**src/rtl/core/fdc_pkg.sv**
```systemverilog
// Shared types, widths, constants and calibration tables of the flow
// conditioning core. No dependencies.
package fdc_pkg;

  localparam int TABLE_POINTS = 25;
  localparam int IDX_W = $clog2(TABLE_POINTS);
  localparam logic [IDX_W-1:0] IDX_LAST = IDX_W'(TABLE_POINTS - 2);

  localparam int DP_W = 16;
  localparam int PER_W = 18;
  localparam int CORR_W = 17;
  localparam int FLOW_W = 16;
  localparam int ALPHA_W = 16;
  localparam int FV_W = 32;
  localparam int CAL_DP_W = 14;
  localparam int CAL_Q_W = 12;

  localparam int CFG_IDX_W = 1;
  localparam int CFG_DATA_W = 10;
  localparam logic [CFG_IDX_W-1:0] REG_CUTOFF = 1'b0;
  localparam logic [CFG_IDX_W-1:0] REG_ZERO = 1'b1;

  localparam logic [9:0] CUTOFF_RESET = 10'd100;
  localparam logic signed [9:0] ZO_RESET = -10'sd20;
  localparam logic signed [9:0] ZO_MAX = 10'sd500;
  localparam logic signed [9:0] ZO_MIN = -10'sd500;
  localparam logic [9:0] CUTOFF_MIN = 10'd1;
  localparam logic [9:0] CUTOFF_MAX = 10'd500;
  localparam int C_W = 9;
  localparam logic [PER_W-1:0] MAX_PERIOD_US = 18'd100000;

  localparam int CP_W = 26;
  localparam int K_W = 45;
  localparam logic [18:0] TWO_PI_Q16 = 19'd411775;

  localparam int NUM_W = 62;
  localparam int DEN_W = 46;
  localparam int QUO_W = 17;
  localparam int CNT_W = $clog2(QUO_W + 1);
  localparam logic [DEN_W-1:0] TIME_SCALE_Q16 = 46'd655360000000;

  localparam int MNUM_W = 31;

  typedef struct packed {
    logic ready;
    logic load;
    logic mul1;
    logic mul2;
    logic div_alpha;
    logic alpha_take;
    logic diff;
    logic fmul;
    logic fupd;
    logic fout;
    logic scan_clr;
    logic scan_inc;
    logic mmul;
    logic div_map;
    logic map_take;
    logic x_sel;
    logic out_load;
  } fdc_cmd_t;

  typedef struct packed {
    logic in_valid;
    logic in_ok;
    logic div_busy;
    logic scan_hit;
    logic out_busy;
  } fdc_sts_t;

  function automatic logic signed [CAL_DP_W-1:0] cal_dp(input logic [IDX_W-1:0] i);
    logic signed [CAL_DP_W-1:0] v;
    case (i)
      5'd0: v = -14'sd4720;
      5'd1: v = -14'sd3990;
      5'd2: v = -14'sd3330;
      5'd3: v = -14'sd2740;
      5'd4: v = -14'sd2200;
      5'd5: v = -14'sd1720;
      5'd6: v = -14'sd1260;
      5'd7: v = -14'sd890;
      5'd8: v = -14'sd580;
      5'd9: v = -14'sd340;
      5'd10: v = -14'sd155;
      5'd11: v = -14'sd40;
      5'd12: v = 14'sd0;
      5'd13: v = 14'sd55;
      5'd14: v = 14'sd168;
      5'd15: v = 14'sd366;
      5'd16: v = 14'sd623;
      5'd17: v = 14'sd955;
      5'd18: v = 14'sd1380;
      5'd19: v = 14'sd1880;
      5'd20: v = 14'sd2450;
      5'd21: v = 14'sd3075;
      5'd22: v = 14'sd3770;
      5'd23: v = 14'sd4620;
      5'd24: v = 14'sd5340;
      default: v = 14'sd0;
    endcase
    return v;
  endfunction

  function automatic logic signed [CAL_Q_W-1:0] cal_q(input logic [IDX_W-1:0] i);
    logic signed [CAL_Q_W-1:0] v;
    case (i)
      5'd0: v = -12'sd1210;
      5'd1: v = -12'sd1100;
      5'd2: v = -12'sd990;
      5'd3: v = -12'sd880;
      5'd4: v = -12'sd780;
      5'd5: v = -12'sd670;
      5'd6: v = -12'sd548;
      5'd7: v = -12'sd438;
      5'd8: v = -12'sd330;
      5'd9: v = -12'sd230;
      5'd10: v = -12'sd131;
      5'd11: v = -12'sd49;
      5'd12: v = 12'sd0;
      5'd13: v = 12'sd50;
      5'd14: v = 12'sd132;
      5'd15: v = 12'sd232;
      5'd16: v = 12'sd334;
      5'd17: v = 12'sd442;
      5'd18: v = 12'sd552;
      5'd19: v = 12'sd673;
      5'd20: v = 12'sd770;
      5'd21: v = 12'sd880;
      5'd22: v = 12'sd985;
      5'd23: v = 12'sd1090;
      5'd24: v = 12'sd1200;
      default: v = 12'sd0;
    endcase
    return v;
  endfunction

endpackage

```
**src/rtl/core/fdc_in_if.sv**
```systemverilog
// Sample channel: valid/ready plus raw pressure and sample period.
// Depends on fdc_pkg.
interface fdc_in_if import fdc_pkg::*; ();
  logic valid;
  logic ready;
  logic signed [DP_W-1:0] dp_sample;
  logic [PER_W-1:0] period_us;
  modport source(output valid, dp_sample, period_us, input ready);
  modport sink(input valid, dp_sample, period_us, output ready);
endinterface

```
**src/rtl/core/fdc_out_if.sv**
```systemverilog
// Result channel: valid/ready plus filtered pressure, flows and alpha.
// Depends on fdc_pkg.
interface fdc_out_if import fdc_pkg::*; ();
  logic valid;
  logic ready;
  logic signed [DP_W-1:0] dp_filtered;
  logic signed [CORR_W-1:0] dp_corrected;
  logic signed [FLOW_W-1:0] flow_filtered;
  logic signed [FLOW_W-1:0] flow_raw;
  logic [ALPHA_W-1:0] alpha_q16;
  modport source(output valid, dp_filtered, dp_corrected, flow_filtered, flow_raw,
                 alpha_q16, input ready);
  modport sink(input valid, dp_filtered, dp_corrected, flow_filtered, flow_raw,
               alpha_q16, output ready);
endinterface

```
**src/rtl/core/fdc_div.sv**
```systemverilog
// Restoring divider, one quotient bit per cycle, shared by alpha and
// calibration interpolation. Depends on fdc_pkg.
module fdc_div import fdc_pkg::*; (
  input  logic             clk,
  input  logic             rst_n,
  input  logic             start,
  input  logic [NUM_W-1:0] num,
  input  logic [DEN_W-1:0] den,
  output logic             busy,
  output logic [QUO_W-1:0] quo
);

  logic [DEN_W-1:0] rem_r, rem_nxt;
  logic [DEN_W-1:0] den_r, den_nxt;
  logic [QUO_W-1:0] lo_r, lo_nxt;
  logic [CNT_W-1:0] cnt_r, cnt_nxt;
  logic             busy_r, busy_nxt;
  logic [DEN_W:0]   trial;
  logic             ge;

  assign trial = {rem_r, lo_r[QUO_W-1]};
  assign ge = trial >= {1'b0, den_r};

  always_comb begin
    rem_nxt = rem_r;
    den_nxt = den_r;
    lo_nxt = lo_r;
    cnt_nxt = cnt_r;
    busy_nxt = busy_r;
    if (start) begin
      rem_nxt = DEN_W'(num[NUM_W-1:QUO_W]);
      den_nxt = den;
      lo_nxt = num[QUO_W-1:0];
      cnt_nxt = CNT_W'(QUO_W);
      busy_nxt = 1'b1;
    end else if (busy_r) begin
      rem_nxt = ge ? DEN_W'(trial - {1'b0, den_r}) : trial[DEN_W-1:0];
      lo_nxt = {lo_r[QUO_W-2:0], ge};
      cnt_nxt = cnt_r - 1'b1;
      if (cnt_r == CNT_W'(1)) busy_nxt = 1'b0;
    end
  end

  always_ff @(posedge clk) begin
    rem_r <= rem_nxt;
    den_r <= den_nxt;
    lo_r <= lo_nxt;
    if (!rst_n) begin
      cnt_r <= '0;
      busy_r <= 1'b0;
    end else begin
      cnt_r <= cnt_nxt;
      busy_r <= busy_nxt;
    end
  end

  assign busy = busy_r;
  assign quo = lo_r;

endmodule

```
**src/rtl/core/fdc_dpath.sv**
```systemverilog
// Datapath: config registers, alpha, IIR filter state, table scan,
// interpolation and output register. Depends on fdc_pkg and fdc_div.
module fdc_dpath import fdc_pkg::*; (
  input  logic                         clk,
  input  logic                         rst_n,
  input  fdc_cmd_t                     cmd,
  output fdc_sts_t                     sts,
  input  logic                         in_valid,
  input  logic signed [DP_W-1:0]       in_dp_sample,
  input  logic [PER_W-1:0]             in_period_us,
  input  logic                         cfg_we,
  input  logic [CFG_IDX_W-1:0]         cfg_idx,
  input  logic [CFG_DATA_W-1:0]        cfg_data,
  input  logic                         out_ready,
  output logic                         out_valid,
  output logic signed [DP_W-1:0]       out_dp_filtered,
  output logic signed [CORR_W-1:0]     out_dp_corrected,
  output logic signed [FLOW_W-1:0]     out_flow_filtered,
  output logic signed [FLOW_W-1:0]     out_flow_raw,
  output logic [ALPHA_W-1:0]           out_alpha_q16
);

  logic [9:0]               cutoff_r, cutoff_nxt;
  logic signed [9:0]        zo_r, zo_nxt;
  logic signed [DP_W-1:0]   dp_r;
  logic [PER_W-1:0]         per_r;
  logic [C_W-1:0]           c_r;
  logic [CP_W-1:0]          cp_r;
  logic [K_W-1:0]           k_r;
  logic [ALPHA_W-1:0]       alpha_r;
  logic signed [FV_W:0]     diff_r;
  logic signed [49:0]       prod_r;
  logic signed [FV_W-1:0]   fv_r, fv_nxt;
  logic                     seeded_r, seeded_nxt;
  logic signed [DP_W-1:0]   filt_r;
  logic signed [CORR_W-1:0] corr_r;
  logic signed [CORR_W-1:0] raw_r;
  logic [IDX_W-1:0]         idx_r;
  logic signed [MNUM_W-1:0] num_r;
  logic signed [FLOW_W-1:0] flow_f_r;
  logic signed [FLOW_W-1:0] flow_w_r;
  logic                     out_valid_r;

  logic [9:0]               c_clamp;
  logic signed [CORR_W-1:0] x;
  logic [IDX_W-1:0]         idx_p1;
  logic signed [CAL_DP_W-1:0] d0, d1;
  logic signed [CAL_Q_W-1:0]  q0, q1;
  logic signed [CAL_DP_W:0] dx;
  logic signed [CAL_Q_W:0]  dq;
  logic signed [CORR_W:0]   xoff;
  logic [MNUM_W-1:0]        num_abs;
  logic [DEN_W-1:0]         den_a;
  logic [NUM_W-1:0]         div_num;
  logic [DEN_W-1:0]         div_den;
  logic                     div_start;
  logic                     div_busy;
  logic [QUO_W-1:0]         div_quo;
  logic signed [49:0]       prod_rnd;
  logic signed [FV_W:0]     fv_rnd;
  logic signed [18:0]       qsum;
  logic signed [FLOW_W-1:0] qsat;
  logic signed [9:0]        cfg_s;

  assign cfg_s = $signed(cfg_data);

  always_comb begin
    cutoff_nxt = cutoff_r;
    zo_nxt = zo_r;
    if (cfg_we) begin
      case (cfg_idx)
        REG_CUTOFF: cutoff_nxt = cfg_data;
        REG_ZERO: begin
          if (cfg_s > ZO_MAX) zo_nxt = ZO_MAX;
          else if (cfg_s < ZO_MIN) zo_nxt = ZO_MIN;
          else zo_nxt = cfg_s;
        end
        default: cutoff_nxt = cutoff_r;
      endcase
    end
  end

  always_comb begin
    if (cutoff_r < CUTOFF_MIN) c_clamp = CUTOFF_MIN;
    else if (cutoff_r > CUTOFF_MAX) c_clamp = CUTOFF_MAX;
    else c_clamp = cutoff_r;
  end

  assign x = cmd.x_sel ? raw_r : corr_r;
  assign idx_p1 = IDX_W'(idx_r + 1'b1);
  assign d0 = cal_dp(idx_r);
  assign d1 = cal_dp(idx_p1);
  assign q0 = cal_q(idx_r);
  assign q1 = cal_q(idx_p1);
  assign dx = {d1[CAL_DP_W-1], d1} - {d0[CAL_DP_W-1], d0};
  assign dq = {q1[CAL_Q_W-1], q1} - {q0[CAL_Q_W-1], q0};
  assign xoff = {x[CORR_W-1], x} - {{(CORR_W + 1 - CAL_DP_W){d0[CAL_DP_W-1]}}, d0};
  assign num_abs = num_r[MNUM_W-1] ? MNUM_W'(-num_r) : MNUM_W'(num_r);

  assign den_a = TIME_SCALE_Q16 + DEN_W'(k_r);
  assign div_start = cmd.div_alpha | cmd.div_map;
  always_comb begin
    if (cmd.div_alpha) begin
      div_num = NUM_W'({k_r, 16'b0}) + NUM_W'(den_a >> 1);
      div_den = den_a;
    end else begin
      div_num = NUM_W'(num_abs) + NUM_W'(dx[CAL_DP_W:1]);
      div_den = DEN_W'(dx);
    end
  end

  fdc_div u_div (
    .clk   (clk),
    .rst_n (rst_n),
    .start (div_start),
    .num   (div_num),
    .den   (div_den),
    .busy  (div_busy),
    .quo   (div_quo)
  );

  assign prod_rnd = prod_r + 50'sd32768;
  assign fv_rnd = {fv_r[FV_W-1], fv_r} + 33'sd32768;

  always_comb begin
    fv_nxt = fv_r;
    seeded_nxt = seeded_r;
    if (cmd.fupd) begin
      seeded_nxt = 1'b1;
      if (!seeded_r) fv_nxt = {dp_r, 16'b0};
      else fv_nxt = fv_r + prod_rnd[47:16];
    end
  end

  assign qsum = {{(19 - CAL_Q_W){q0[CAL_Q_W-1]}}, q0}
              + (num_r[MNUM_W-1] ? -$signed({2'b0, div_quo}) : $signed({2'b0, div_quo}));
  always_comb begin
    if (qsum > 19'sd32767) qsat = 16'sh7fff;
    else if (qsum < -19'sd32768) qsat = -16'sh8000;
    else qsat = qsum[FLOW_W-1:0];
  end

  always_ff @(posedge clk) begin
    if (cmd.load) begin
      dp_r <= in_dp_sample;
      per_r <= in_period_us;
      c_r <= c_clamp[C_W-1:0];
    end
    if (cmd.mul1) cp_r <= CP_W'(c_r) * CP_W'(per_r[16:0]);
    if (cmd.mul2) k_r <= K_W'(cp_r) * K_W'(TWO_PI_Q16);
    if (cmd.alpha_take) alpha_r <= div_quo[QUO_W-1] ? '1 : div_quo[ALPHA_W-1:0];
    if (cmd.diff) diff_r <= $signed({dp_r[DP_W-1], dp_r, 16'b0}) - {fv_r[FV_W-1], fv_r};
    if (cmd.fmul) prod_r <= diff_r * $signed({1'b0, alpha_r});
    if (cmd.fout) begin
      filt_r <= fv_rnd[31:16];
      corr_r <= {fv_rnd[31], fv_rnd[31:16]} - {{7{zo_r[9]}}, zo_r};
      raw_r <= {dp_r[DP_W-1], dp_r} - {{7{zo_r[9]}}, zo_r};
    end
    if (cmd.mmul) num_r <= MNUM_W'(xoff * dq);
    if (cmd.map_take) begin
      if (cmd.x_sel) flow_w_r <= qsat;
      else flow_f_r <= qsat;
    end
    if (cmd.out_load) begin
      out_dp_filtered <= filt_r;
      out_dp_corrected <= corr_r;
      out_flow_filtered <= flow_f_r;
      out_flow_raw <= flow_w_r;
      out_alpha_q16 <= alpha_r;
    end
    if (!rst_n) begin
      cutoff_r <= CUTOFF_RESET;
      zo_r <= ZO_RESET;
      fv_r <= '0;
      seeded_r <= 1'b0;
      idx_r <= '0;
      out_valid_r <= 1'b0;
    end else begin
      cutoff_r <= cutoff_nxt;
      zo_r <= zo_nxt;
      fv_r <= fv_nxt;
      seeded_r <= seeded_nxt;
      if (cmd.scan_clr) idx_r <= '0;
      else if (cmd.scan_inc) idx_r <= idx_p1;
      if (cmd.out_load) out_valid_r <= 1'b1;
      else if (out_ready) out_valid_r <= 1'b0;
    end
  end

  assign out_valid = out_valid_r;

  assign sts.in_valid = in_valid;
  assign sts.in_ok = (in_period_us != '0) && (in_period_us <= MAX_PERIOD_US);
  assign sts.div_busy = div_busy;
  assign sts.scan_hit = (x <= $signed({{(CORR_W - CAL_DP_W){d1[CAL_DP_W-1]}}, d1}))
                      || (idx_r == IDX_LAST);
  assign sts.out_busy = out_valid_r && !out_ready;

endmodule

```
**src/rtl/core/fdc_ctrl.sv**
```systemverilog
// Sequencer: steps one sample through alpha, filter update and two
// calibration lookups. Depends on fdc_pkg.
module fdc_ctrl import fdc_pkg::*; (
  input  logic     clk,
  input  logic     rst_n,
  input  fdc_sts_t sts,
  output fdc_cmd_t cmd
);

  localparam logic [3:0] S_IDLE  = 4'd0;
  localparam logic [3:0] S_MUL1  = 4'd1;
  localparam logic [3:0] S_MUL2  = 4'd2;
  localparam logic [3:0] S_ADIV  = 4'd3;
  localparam logic [3:0] S_AWAIT = 4'd4;
  localparam logic [3:0] S_DIFF  = 4'd5;
  localparam logic [3:0] S_FMUL  = 4'd6;
  localparam logic [3:0] S_FUPD  = 4'd7;
  localparam logic [3:0] S_FOUT  = 4'd8;
  localparam logic [3:0] S_SCAN  = 4'd9;
  localparam logic [3:0] S_MMUL  = 4'd10;
  localparam logic [3:0] S_MDIV  = 4'd11;
  localparam logic [3:0] S_MWAIT = 4'd12;
  localparam logic [3:0] S_DONE  = 4'd13;

  logic [3:0] state_r, state_nxt;
  logic       pass_r, pass_nxt;

  always_comb begin
    state_nxt = state_r;
    pass_nxt = pass_r;
    cmd = '0;
    cmd.x_sel = pass_r;
    case (state_r)
      S_IDLE: begin
        cmd.ready = 1'b1;
        if (sts.in_valid && sts.in_ok) begin
          cmd.load = 1'b1;
          pass_nxt = 1'b0;
          state_nxt = S_MUL1;
        end
      end
      S_MUL1: begin
        cmd.mul1 = 1'b1;
        state_nxt = S_MUL2;
      end
      S_MUL2: begin
        cmd.mul2 = 1'b1;
        state_nxt = S_ADIV;
      end
      S_ADIV: begin
        cmd.div_alpha = 1'b1;
        state_nxt = S_AWAIT;
      end
      S_AWAIT: begin
        if (!sts.div_busy) begin
          cmd.alpha_take = 1'b1;
          state_nxt = S_DIFF;
        end
      end
      S_DIFF: begin
        cmd.diff = 1'b1;
        state_nxt = S_FMUL;
      end
      S_FMUL: begin
        cmd.fmul = 1'b1;
        state_nxt = S_FUPD;
      end
      S_FUPD: begin
        cmd.fupd = 1'b1;
        state_nxt = S_FOUT;
      end
      S_FOUT: begin
        cmd.fout = 1'b1;
        cmd.scan_clr = 1'b1;
        state_nxt = S_SCAN;
      end
      S_SCAN: begin
        if (sts.scan_hit) state_nxt = S_MMUL;
        else cmd.scan_inc = 1'b1;
      end
      S_MMUL: begin
        cmd.mmul = 1'b1;
        state_nxt = S_MDIV;
      end
      S_MDIV: begin
        cmd.div_map = 1'b1;
        state_nxt = S_MWAIT;
      end
      S_MWAIT: begin
        if (!sts.div_busy) begin
          cmd.map_take = 1'b1;
          if (!pass_r) begin
            pass_nxt = 1'b1;
            cmd.scan_clr = 1'b1;
            state_nxt = S_SCAN;
          end else begin
            state_nxt = S_DONE;
          end
        end
      end
      S_DONE: begin
        if (!sts.out_busy) begin
          cmd.out_load = 1'b1;
          state_nxt = S_IDLE;
        end
      end
      default: state_nxt = S_IDLE;
    endcase
  end

  always_ff @(posedge clk) begin
    if (!rst_n) begin
      state_r <= S_IDLE;
      pass_r <= 1'b0;
    end else begin
      state_r <= state_nxt;
      pass_r <= pass_nxt;
    end
  end

  a_out_free: assert property (@(posedge clk) disable iff (!rst_n)
    cmd.out_load |-> !sts.out_busy)
    else $error("result loaded over a word still waiting");
  a_div_idle: assert property (@(posedge clk) disable iff (!rst_n)
    (cmd.div_alpha || cmd.div_map) |-> !sts.div_busy)
    else $error("divider restarted while busy");
  a_load_ok: assert property (@(posedge clk) disable iff (!rst_n)
    cmd.load |-> (sts.in_ok && cmd.ready))
    else $error("rejected sample loaded");

endmodule

```
**src/rtl/core/flow_dp_filter_and_calibrate_core.sv**
```systemverilog
// Top level of the flow conditioning core: IIR low-pass plus table
// calibration. Depends on fdc_pkg, fdc_in_if, fdc_out_if, fdc_ctrl, fdc_dpath.
//
//  channel  | dir | handshake           | contents
//  in_ch    | in  | valid/ready         | dp_sample, period_us
//  out_ch   | out | valid/ready         | dp_filtered, dp_corrected, flow_*, alpha_q16
//  cfg_*    | in  | cfg_we, no wait     | cfg_idx selects cutoff or zero offset
//
// Each sample makes three divider passes (alpha, then the interpolation of each
// flow value) plus a table scan per flow value. Samples with a bad period are
// taken and dropped, no word.
// Synchronous active-low reset clears filter state and loads register defaults.
// A stalled result sits in the output register while the next sample is taken.
module flow_dp_filter_and_calibrate_core import fdc_pkg::*; (
  input  logic                  clk,
  input  logic                  rst_n,
  fdc_in_if.sink                in_ch,
  fdc_out_if.source             out_ch,
  input  logic                  cfg_we,
  input  logic [CFG_IDX_W-1:0]  cfg_idx,
  input  logic [CFG_DATA_W-1:0] cfg_data
);

  fdc_cmd_t cmd;
  fdc_sts_t sts;

  fdc_ctrl u_ctrl (
    .clk   (clk),
    .rst_n (rst_n),
    .sts   (sts),
    .cmd   (cmd)
  );

  fdc_dpath u_dpath (
    .clk               (clk),
    .rst_n             (rst_n),
    .cmd               (cmd),
    .sts               (sts),
    .in_valid          (in_ch.valid),
    .in_dp_sample      (in_ch.dp_sample),
    .in_period_us      (in_ch.period_us),
    .cfg_we            (cfg_we),
    .cfg_idx           (cfg_idx),
    .cfg_data          (cfg_data),
    .out_ready         (out_ch.ready),
    .out_valid         (out_ch.valid),
    .out_dp_filtered   (out_ch.dp_filtered),
    .out_dp_corrected  (out_ch.dp_corrected),
    .out_flow_filtered (out_ch.flow_filtered),
    .out_flow_raw      (out_ch.flow_raw),
    .out_alpha_q16     (out_ch.alpha_q16)
  );

  assign in_ch.ready = cmd.ready;

endmodule

```
**src/flat_wrapper.sv**
```systemverilog
// flat-port wrapper written by rule: the top's interface ports become plain ports
module flow_dp_filter_and_calibrate_core_flat import fdc_pkg::*;
  (clk, rst_n, cfg_we, cfg_idx, cfg_data, in_ch_valid, in_ch_dp_sample, in_ch_period_us, in_ch_ready, out_ch_valid, out_ch_dp_filtered, out_ch_dp_corrected, out_ch_flow_filtered, out_ch_flow_raw, out_ch_alpha_q16, out_ch_ready);
  fdc_in_if in_ch_i ();
  fdc_out_if out_ch_i ();
  input  logic clk;
  input  logic rst_n;
  input  logic cfg_we;
  input  logic [CFG_IDX_W-1:0] cfg_idx;
  input  logic [CFG_DATA_W-1:0] cfg_data;
  input wire logic [$bits(in_ch_i.valid)-1:0] in_ch_valid;
  input wire logic [$bits(in_ch_i.dp_sample)-1:0] in_ch_dp_sample;
  input wire logic [$bits(in_ch_i.period_us)-1:0] in_ch_period_us;
  output wire logic [$bits(in_ch_i.ready)-1:0] in_ch_ready;
  output wire logic [$bits(out_ch_i.valid)-1:0] out_ch_valid;
  output wire logic [$bits(out_ch_i.dp_filtered)-1:0] out_ch_dp_filtered;
  output wire logic [$bits(out_ch_i.dp_corrected)-1:0] out_ch_dp_corrected;
  output wire logic [$bits(out_ch_i.flow_filtered)-1:0] out_ch_flow_filtered;
  output wire logic [$bits(out_ch_i.flow_raw)-1:0] out_ch_flow_raw;
  output wire logic [$bits(out_ch_i.alpha_q16)-1:0] out_ch_alpha_q16;
  input wire logic [$bits(out_ch_i.ready)-1:0] out_ch_ready;
  assign in_ch_i.valid = in_ch_valid;
  assign in_ch_i.dp_sample = in_ch_dp_sample;
  assign in_ch_i.period_us = in_ch_period_us;
  assign in_ch_ready = in_ch_i.ready;
  assign out_ch_valid = out_ch_i.valid;
  assign out_ch_dp_filtered = out_ch_i.dp_filtered;
  assign out_ch_dp_corrected = out_ch_i.dp_corrected;
  assign out_ch_flow_filtered = out_ch_i.flow_filtered;
  assign out_ch_flow_raw = out_ch_i.flow_raw;
  assign out_ch_alpha_q16 = out_ch_i.alpha_q16;
  assign out_ch_i.ready = out_ch_ready;
  flow_dp_filter_and_calibrate_core u_core (.clk(clk), .rst_n(rst_n), .in_ch(in_ch_i), .out_ch(out_ch_i), .cfg_we(cfg_we), .cfg_idx(cfg_idx), .cfg_data(cfg_data));
endmodule
```
**config.mk**
```make
export PLATFORM = sky130hd
export DESIGN_NAME = flow_dp_filter_and_calibrate_core_flat
export DESIGN_NICKNAME = d
export VERILOG_FILES = /design/src/rtl/core/fdc_pkg.sv /design/src/rtl/core/fdc_in_if.sv /design/src/rtl/core/fdc_out_if.sv /design/src/rtl/core/fdc_div.sv /design/src/rtl/core/fdc_dpath.sv /design/src/rtl/core/fdc_ctrl.sv /design/src/rtl/core/flow_dp_filter_and_calibrate_core.sv /design/src/flat_wrapper.sv
export SDC_FILE = /design/constraint.sdc
export NUM_CORES = 2
export LEC_CHECK = 0
export BUFFER_PORTS_ARGS = -buffer_cell sky130_fd_sc_hd__clkbuf_2
export CAP_MARGIN = 10
export CORE_UTILIZATION = 65
export DETAILED_ROUTE_END_ITERATION = 16
export GPL_TIMING_DRIVEN = 0
export PLACE_DENSITY = 0.82
export SLEW_MARGIN = 0
export SYNTH_ARGS = -nofsm -noshare
export SYNTH_HDL_FRONTEND = slang
export SYNTH_SLANG_ARGS = --single-unit
```
**constraint.sdc**
```tcl
create_clock -name clk -period 11.4 [get_ports clk]
set_clock_uncertainty 0.1 [all_clocks]
set_input_delay 2.28 -clock clk [delete_from_list [all_inputs] [get_ports clk]]
set_output_delay 2.28 -clock clk [all_outputs]
set_load 0.005 [all_outputs]
```
# --- Word-level counts from Yosys, hierarchy flattened ---
# Memory sizes are Yosys's and may differ from the RTL's. A register that Yosys moved wholly into a read port is not among the register bits.
# Index checks and enable logic that the tools add are counted.
op_classes:
  eq_ne: 20
  n_reduce_logical: 19
  n_lt_le_gt_ge: 9
  n_addsub: 18
  bitwise: 4
  mux: 58
  multipliers: 4
op_table:
  columns: ["operator", "n"]
  rows:
  - ["two-way mux 46 bit", 2]
  - ["two-way mux 45 bit", 2]
  - ["adder 61 x 45 -> 62 bit", 1]
  - ["two-way mux 62 bit", 1]
  - ["case mux 4 bit (14 select lines)", 1]
  - ["two-way mux 17 bit", 3]
  - ["adder 48 x 17 -> 48 bit, second input constant", 1]
  - ["multiplier 33 x 17 -> 48 bit", 1]
  - ["greater-or-equal comparator 47 x 46 -> 1 bit", 1]
  - ["adder 40 x 45 -> 46 bit, first input constant", 1]
  - ["subtractor 46 bit", 1]
  - ["multiplier 26 x 19 -> 45 bit, second input constant", 1]
  - ["subtractor 16 x 10 -> 17 bit", 2]
  - ["subtractor 32 x 32 -> 33 bit", 1]
  - ["adder 31 x 14 -> 32 bit", 1]
  - ["adder 32 x 17 -> 32 bit, second input constant", 1]
  - ["adder 32 bit", 1]
  - ["two-way mux 16 bit", 2]
  - ["two-way mux 32 bit", 1]
  - ["multiplier 18 x 13 -> 31 bit", 1]
  - ["two-way mux 31 bit", 1]
  - ["negation 31 bit", 1]
  - ["two-way mux 5 bit", 6]
  - ["multiplier 9 x 17 -> 26 bit", 1]
  - ["43 further kinds", 97]
word_totals:
  elab_cells: 171
  input_bits: 50
  romBits: 1664
  n_memories: 4
  reg_bits: 583
  output_inout_bits: 83
mem_list:
  columns: ["name", "words", "word_bits", "rd", "rd_clocked_by_memory_dff", "write_ports", "line", "rtl"]
  rows:
  - ["(name not given)", 32, 14, 1, 0, 0, "fdc_pkg.sv:74", "case (i)"]
  - ["(name not given)", 32, 14, 1, 1, 0, "fdc_pkg.sv:74", null]
  - ["(name not given)", 32, 12, 1, 0, 0, "fdc_pkg.sv:107", "case (i)"]
  - ["(name not given)", 32, 12, 1, 1, 0, "fdc_pkg.sv:107", null]

# --- Depth between registers and ports, before layout ---
# An unclocked memory read counts as a cell.
depth:
  word_depth: 8
  depth_mapped: 45
  mapped_depth_nobuf: 43

# --- Cells and area by module ---
# A second synthesis with hierarchy kept.
hier_totals:
  hier_cells: 8097
  hier_area_um2: 76016.7
by_module_without_submodules:
  columns: ["module", "seq_area_each_um2", "instances", "cells_each", "area_per_inst_um2"]
  rows:
  - ["fdc_dpath", 13362.8, 1, 7189, 67352.1]
  - ["fdc_div", 3383.2, 1, 848, 8229.1]
  - ["fdc_ctrl", 100.1, 1, 60, 435.4]

# --- Worst setup path after synthesis ---
# Ideal clock, no wire load.
synth_timing:
  path_kind: "reg-to-reg"
  from: "register u_core.u_dpath.idx_r[0]"
  to: "register u_core.u_dpath.num_r[27] (data pin)"
  setup_ps: 258
  path_stages_with_launch: 43
  period_less_slack_ps: 9906
  t_arrival_ps: 9548
  t_required_ps: 11042
  n_path_buf: 5
  setup_slack_ps: 1494
  cell_sequence: "dfxtp_1 > ha_1 > clkbuf_1 > inv_1 > ha_1 > clkbuf_1 > clkbuf_1 > clkbuf_1 > o22a_1 > ha_1 > inv_1 > fa_1 > nand2_1 > nand2_1 > a21oi_1 > o21bai_1 > a21oi_1 > o21bai_1 > (+7 left out) > fa_1 > inv_1 > fa_1 > fa_1 > fa_1 > inv_1 > fa_1 > inv_1 > ha_1 > nand2_1 > nor2_1 > a221o_1 > o21ai_0 > o21ai_1 > o41a_1 > a21o_1 > a21oi_1 > xnor2_1"
synth_via:
  elab_chain_len: 4
synth_lines:
  columns: ["element", "line", "rtl"]
  rows:
  - ["start: declaration", "fdc_dpath.sv:38", "logic [IDX_W-1:0] idx_r;"]
  - ["start signal: assignment", "fdc_dpath.sv:184", "else if (cmd.scan_inc) idx_r <= idx_p1;"]
  - ["adder 5 x 1 -> 5 bit", "fdc_dpath.sv:90", "assign idx_p1 = IDX_W'(idx_r + 1'b1);"]
  - ["net u_core.u_dpath.idx_p1[2]", "fdc_dpath.sv:46", "logic [IDX_W-1:0] idx_p1;"]
  - ["memory (32 x 12 bit)", null, null]
  - ["subtractor 12 x 12 -> 13 bit", "fdc_dpath.sv:96", "assign dq = {q1[CAL_Q_W-1], q1} - {q0[CAL_Q_W-1], q0};"]
  - ["multiplier 18 x 13 -> 31 bit", "fdc_dpath.sv:159", "if (cmd.mmul) num_r <= MNUM_W'(xoff * dq);"]
  - ["end signal: assignment", "fdc_dpath.sv:159", null]
  - ["end: declaration", "fdc_dpath.sv:39", "logic signed [MNUM_W-1:0] num_r;"]
# The timed path passes the listed nets, and every way through them passes these cells.
# A chain may end at the register's enable or synchronous reset.

# --- Worst setup path after layout ---
layout_timing:
  from: "register u_core.u_dpath.idx_r[1]"
  to: "register u_core.u_dpath.num_r[30] (data pin)"
layout_via:
  elab_chain_len: 4
layout_lines:
  columns: ["element", "line"]
  rows:
  - ["adder 5 x 1 -> 5 bit", "fdc_dpath.sv:90"]
  - ["memory (32 x 12 bit)", null]
  - ["subtractor 12 x 12 -> 13 bit", "fdc_dpath.sv:96"]
  - ["multiplier 18 x 13 -> 31 bit", "fdc_dpath.sv:159"]
# Every way passes these cells.

==> results.txt <==
----------------------------------------------------
[Setup path]
  Worst Setup SP ... u_core.u_dpath.idx_r[1]
  Cell repeated most along the worst path ... fa_1
  Critical-path cell with the highest stage delay ... fa_1
  Depth of the most critical reg-to-reg path ... 42
  Beginning of the worst register-to-register path ... u_core.u_dpath.idx_r[1]
  Slowest stage delay, CP ... between 0.5 and 0.6 ns
  Path type of the worst setup path ... flop to flop
  Worst path arrival time ... around 11 ns
  Crit path buf inv count ... 8
  Required @ worst endpoint ... 11.75 ns
  Family with the most delay on the worst path ... compound AO/OA/AOI/OAI gates
  CP Capture Type ... flop
  Setup slack on the worst flop-to-flop path ... slightly above 0.6 ns
  Critical path fanouts, max ... 10
  Critical Path End ... u_core.u_dpath.num_r[30]
  Critical R2R Capture ... u_core.u_dpath.num_r[30]
  Critical Path Start Type ... flop
  CP Depth ... 42

[Global route]
  Number of antenna violations at the first check in global routing ... 11
  Global-route usage over all layers ... 0.371
  Total overflow reported by the global router ... 0
  Vias in the first global route ... between 60000 and 70000
  First-pass GRT wire length ... roughly 330000 um
  Largest net degree at the start of global routing ... 63

[Drt]
  Routed wire length ... roughly 210000 um
  Vias ... approximately 60000
  Routed length per instance ... about 22 um
  Post-DR vias/cell ... between 6 and 7
  Number of DRC markers in iteration 0 ... roughly 6000
  Detailed-route DRC error count ... 0
  Pre-Repair DR Iteration Count ... 8
  DRT antenna net count ... 0

[Clock tree]
  Hold-fix buffers, CTS ... 0
  CTS Sinks ... about 590
  H-Tree Depth ... 2
  Clock-pin slew on the worst setup and hold paths ... about 0.07 ns
  Worst-case clock buffer depth ... 3
  Skew-Pair Late Insertion Delay ... ~0.7 ns
  Buffer type at the clock tree root ... clkbuf_16
  TritonCTS Buffers ... 60
  CTS tree ... done

[Finish]
  Final core area utilization ... 0.699
  Share of final-layout standard cells stronger than drive strength 1 ... 0.0511
  Area added between synthesis and finish ... 6.66%
  Commonest non-fill, non-tap cell in the layout ... inv_1
  Commonest non-fill, non-tap cells in the layout ... inv_1 (1327), fa_1 (997), nand2_1 (882)
  Number of nets in the layout ... 9877
  Finished Layout Cells ... between 9000 and 10000

[Timing]
  Maximum frequency from static timing analysis ... between 90 and 100 MHz
  Final number of setup-violating endpoints ... 0
  Final Hold Fails ... 0
  Final critical-path required period ... 10.78 ns
  Tcrit/Tclk final ... 0.946
  Relative slew slack ... 0.111
  Crit path setup slack, layout ... around 0.62 ns
  Number of pins with negative max-slew slack in the final report ... 0
  Final setup TNS ... 0 ns
  Slew at the pin closest to its max-slew limit ... 1.33 ns

[Floorplanning]
  Die boundary width ... between 300 and 400 um
  Number of standard-cell rows in the floorplan ... about 120
  Vertical die dimension ... ~340 um
  Number of placed I/O pins ... 133
  Starting Density ... 0.655
  Full die area ... roughly 0.12 mm2
  Area of the placeable core ... between 0.1 and 0.15 mm2

[Logic synthesis]
  Async SR Flop Fraction ... 0
  Area leader, netlist ... fa_1
  Sequential element share of the synthesized area ... 0.225
  Number of flops mapped to enable cells by yosys ... just under 500
  Number of warnings reported in the yosys synthesis log ... 0
  Combinational family with the most area after synthesis ... adder cells
  Summed instance area of the synthesized netlist ... ~0.075 mm2
  Proportion of synthesized area in mux cells ... 0.00772
  Post-synthesis simple-gate area fraction ... 0.143
  Synthesized net count ... approximately 9700
  Post-Syn Instances ... 7939
  Post-synth cell types ... between 90 and 100
  Number of synthesized register bits ... ~590
  Synthesized-area fraction occupied by ao, oa, aoi and oai cells ... 0.109
  Synth Area in XOR/XNOR ... 0.0535
  Adder-Cell Fraction of Synth Area ... 0.379
  Top post-synthesis cells by area ... fa_1 (27%), edfxtp_1 (20%), ha_1 (11%)
  Prevailing post-synth register cell ... edfxtp_1
  Share of the synthesized area in the top cell type ... 0.267
  Avg Inst Size Synth ... 9.43 um2

[Status]
  Status ... finished, final reports clean

[Min path]
  Path category of the worst min-delay check ... flop to flop

[Place]
  Placer's final routability congestion estimate ... approximately 1
  HPWL after DPL ... about 170000 um
  Number of buffers added on ports ... approximately 130
  Worst slack after detailed placement ... -1.17 ns
  Number of instances in the placed design ... 9605

[Flow run]
  MaxCap Viol Count ... 0

----------------------------------------------------
-- logic make-up after synthesis --
family | Yosys count
simple gates | 2276
fa+ha+maj | 1671
buf+inv | 1612
compound gates | 1276
flops | 593
xor+xnor | 457
mux | 54
-- cell type report --
type | instances | area, um2
well taps | 1512 | 1890
flip-flops and latches | 593 | 16900
clock inverters | 35 | 312
multi-input cells | 5734 | 52000
plain buffers | 278 | 1150
clock buffers | 76 | 1630
diodes | 2 | 5.00
repair buffers | 156 | 932
fillers | 8733 | 34400
inverters | 1333 | 5000
-- Yosys cell counts (35+ instances only) --
| cell type | instances |
|---|---|
| xor2_1 | 146 |
| nor3_1 | 97 |
| o21bai_1 | 46 |
| o21a_1 | 66 |
| o21ai_0 | 227 |
| inv_1 | 1327 |
| fa_1 | 997 |
| clkbuf_1 | 249 |
| a31oi_1 | 42 |
| and3_1 | 41 |
| a21o_1 | 119 |
| o21ai_1 | 35 |
| nand2_1 | 882 |
| a211oi_1 | 54 |
| ha_1 | 674 |
| dfxtp_1 | 96 |
| and2_1 | 317 |
| a21oi_1 | 378 |
| xnor2_1 | 311 |
| edfxtp_1 | 497 |
| nand2b_1 | 64 |
| nand3_1 | 117 |
| nor2_1 | 491 |
| nor2b_1 | 74 |
| or2_2 | 41 |
-- stage by stage --
stage               area [um2]  hold WS [ns]
floorplan                74800         0.300
CTS                      79700         0.311
global placement         77400         0.301
detailed placement       77700         0.305
finish                   79800         0.313
global route             79800         0.323
-- repair_timing --
item,4_1_cts,5_1_grt
buffers inserted,0,1
setup endpoints to repair,13,13
pin swaps,0,1
gates resized for setup,12,40
-- registers in the layout, summed over array words and instances, names as in the netlist, 14 cells and up --
register / flops
u_core.u_dpath.filt_r: 16
u_core.u_dpath.k_r: 45
u_core.u_dpath.u_div.den_r: 46
u_core.u_dpath.cp_r: 26
u_core.u_dpath.out_flow_filtered: 16
u_core.u_dpath.out_alpha_q16: 16
u_core.u_dpath.corr_r: 17
u_core.u_dpath.out_dp_filtered: 16
u_core.u_dpath.d0: 14
u_core.u_dpath.prod_r: 33
u_core.u_dpath.u_div.quo: 17
u_core.u_dpath.flow_f_r: 16
u_core.u_dpath.flow_w_r: 16
u_core.u_dpath.num_r: 31
u_core.u_dpath.dp_r: 16
u_core.u_dpath.alpha_r: 16
u_core.u_dpath.out_dp_corrected: 17
u_core.u_dpath.fv_r: 32
u_core.u_dpath.u_div.rem_r: 46
u_core.u_dpath.out_flow_raw: 16
u_core.u_dpath.per_r: 17
u_core.u_dpath.raw_r: 17
u_core.u_dpath.diff_r: 33
-- worst min path at each step --
stage,startpoint,endpoint,slack [ns],cells past startpoint
floorplan,u_core.u_dpath.filt_r[0],u_core.u_dpath.out_dp_filtered[0],0.30,0
global placement,u_core.u_dpath.filt_r[8],u_core.u_dpath.out_dp_filtered[8],0.30,0
detailed placement,u_core.u_dpath.flow_w_r[13],u_core.u_dpath.out_flow_raw[13],0.30,0
CTS,u_core.u_dpath.filt_r[9],u_core.u_dpath.out_dp_filtered[9],0.31,0
global route,u_core.u_dpath.filt_r[0],u_core.u_dpath.out_dp_filtered[0],0.32,0
finish,u_core.u_dpath.filt_r[9],u_core.u_dpath.out_dp_filtered[9],0.31,0
-- per-layer routing --
metal  vias up  track usage  routed length, um
met5         -            0                 46
met4        10        0.148              10000
met3       648       0.0861              23700
met2      3129        0.584              95800
met1     29100        0.499              82400
li1      26400            -                  -
Power is left out: the tool's default activity adds up to more than one toggle a clock period on the data nets, which glitch-free logic cannot reach.
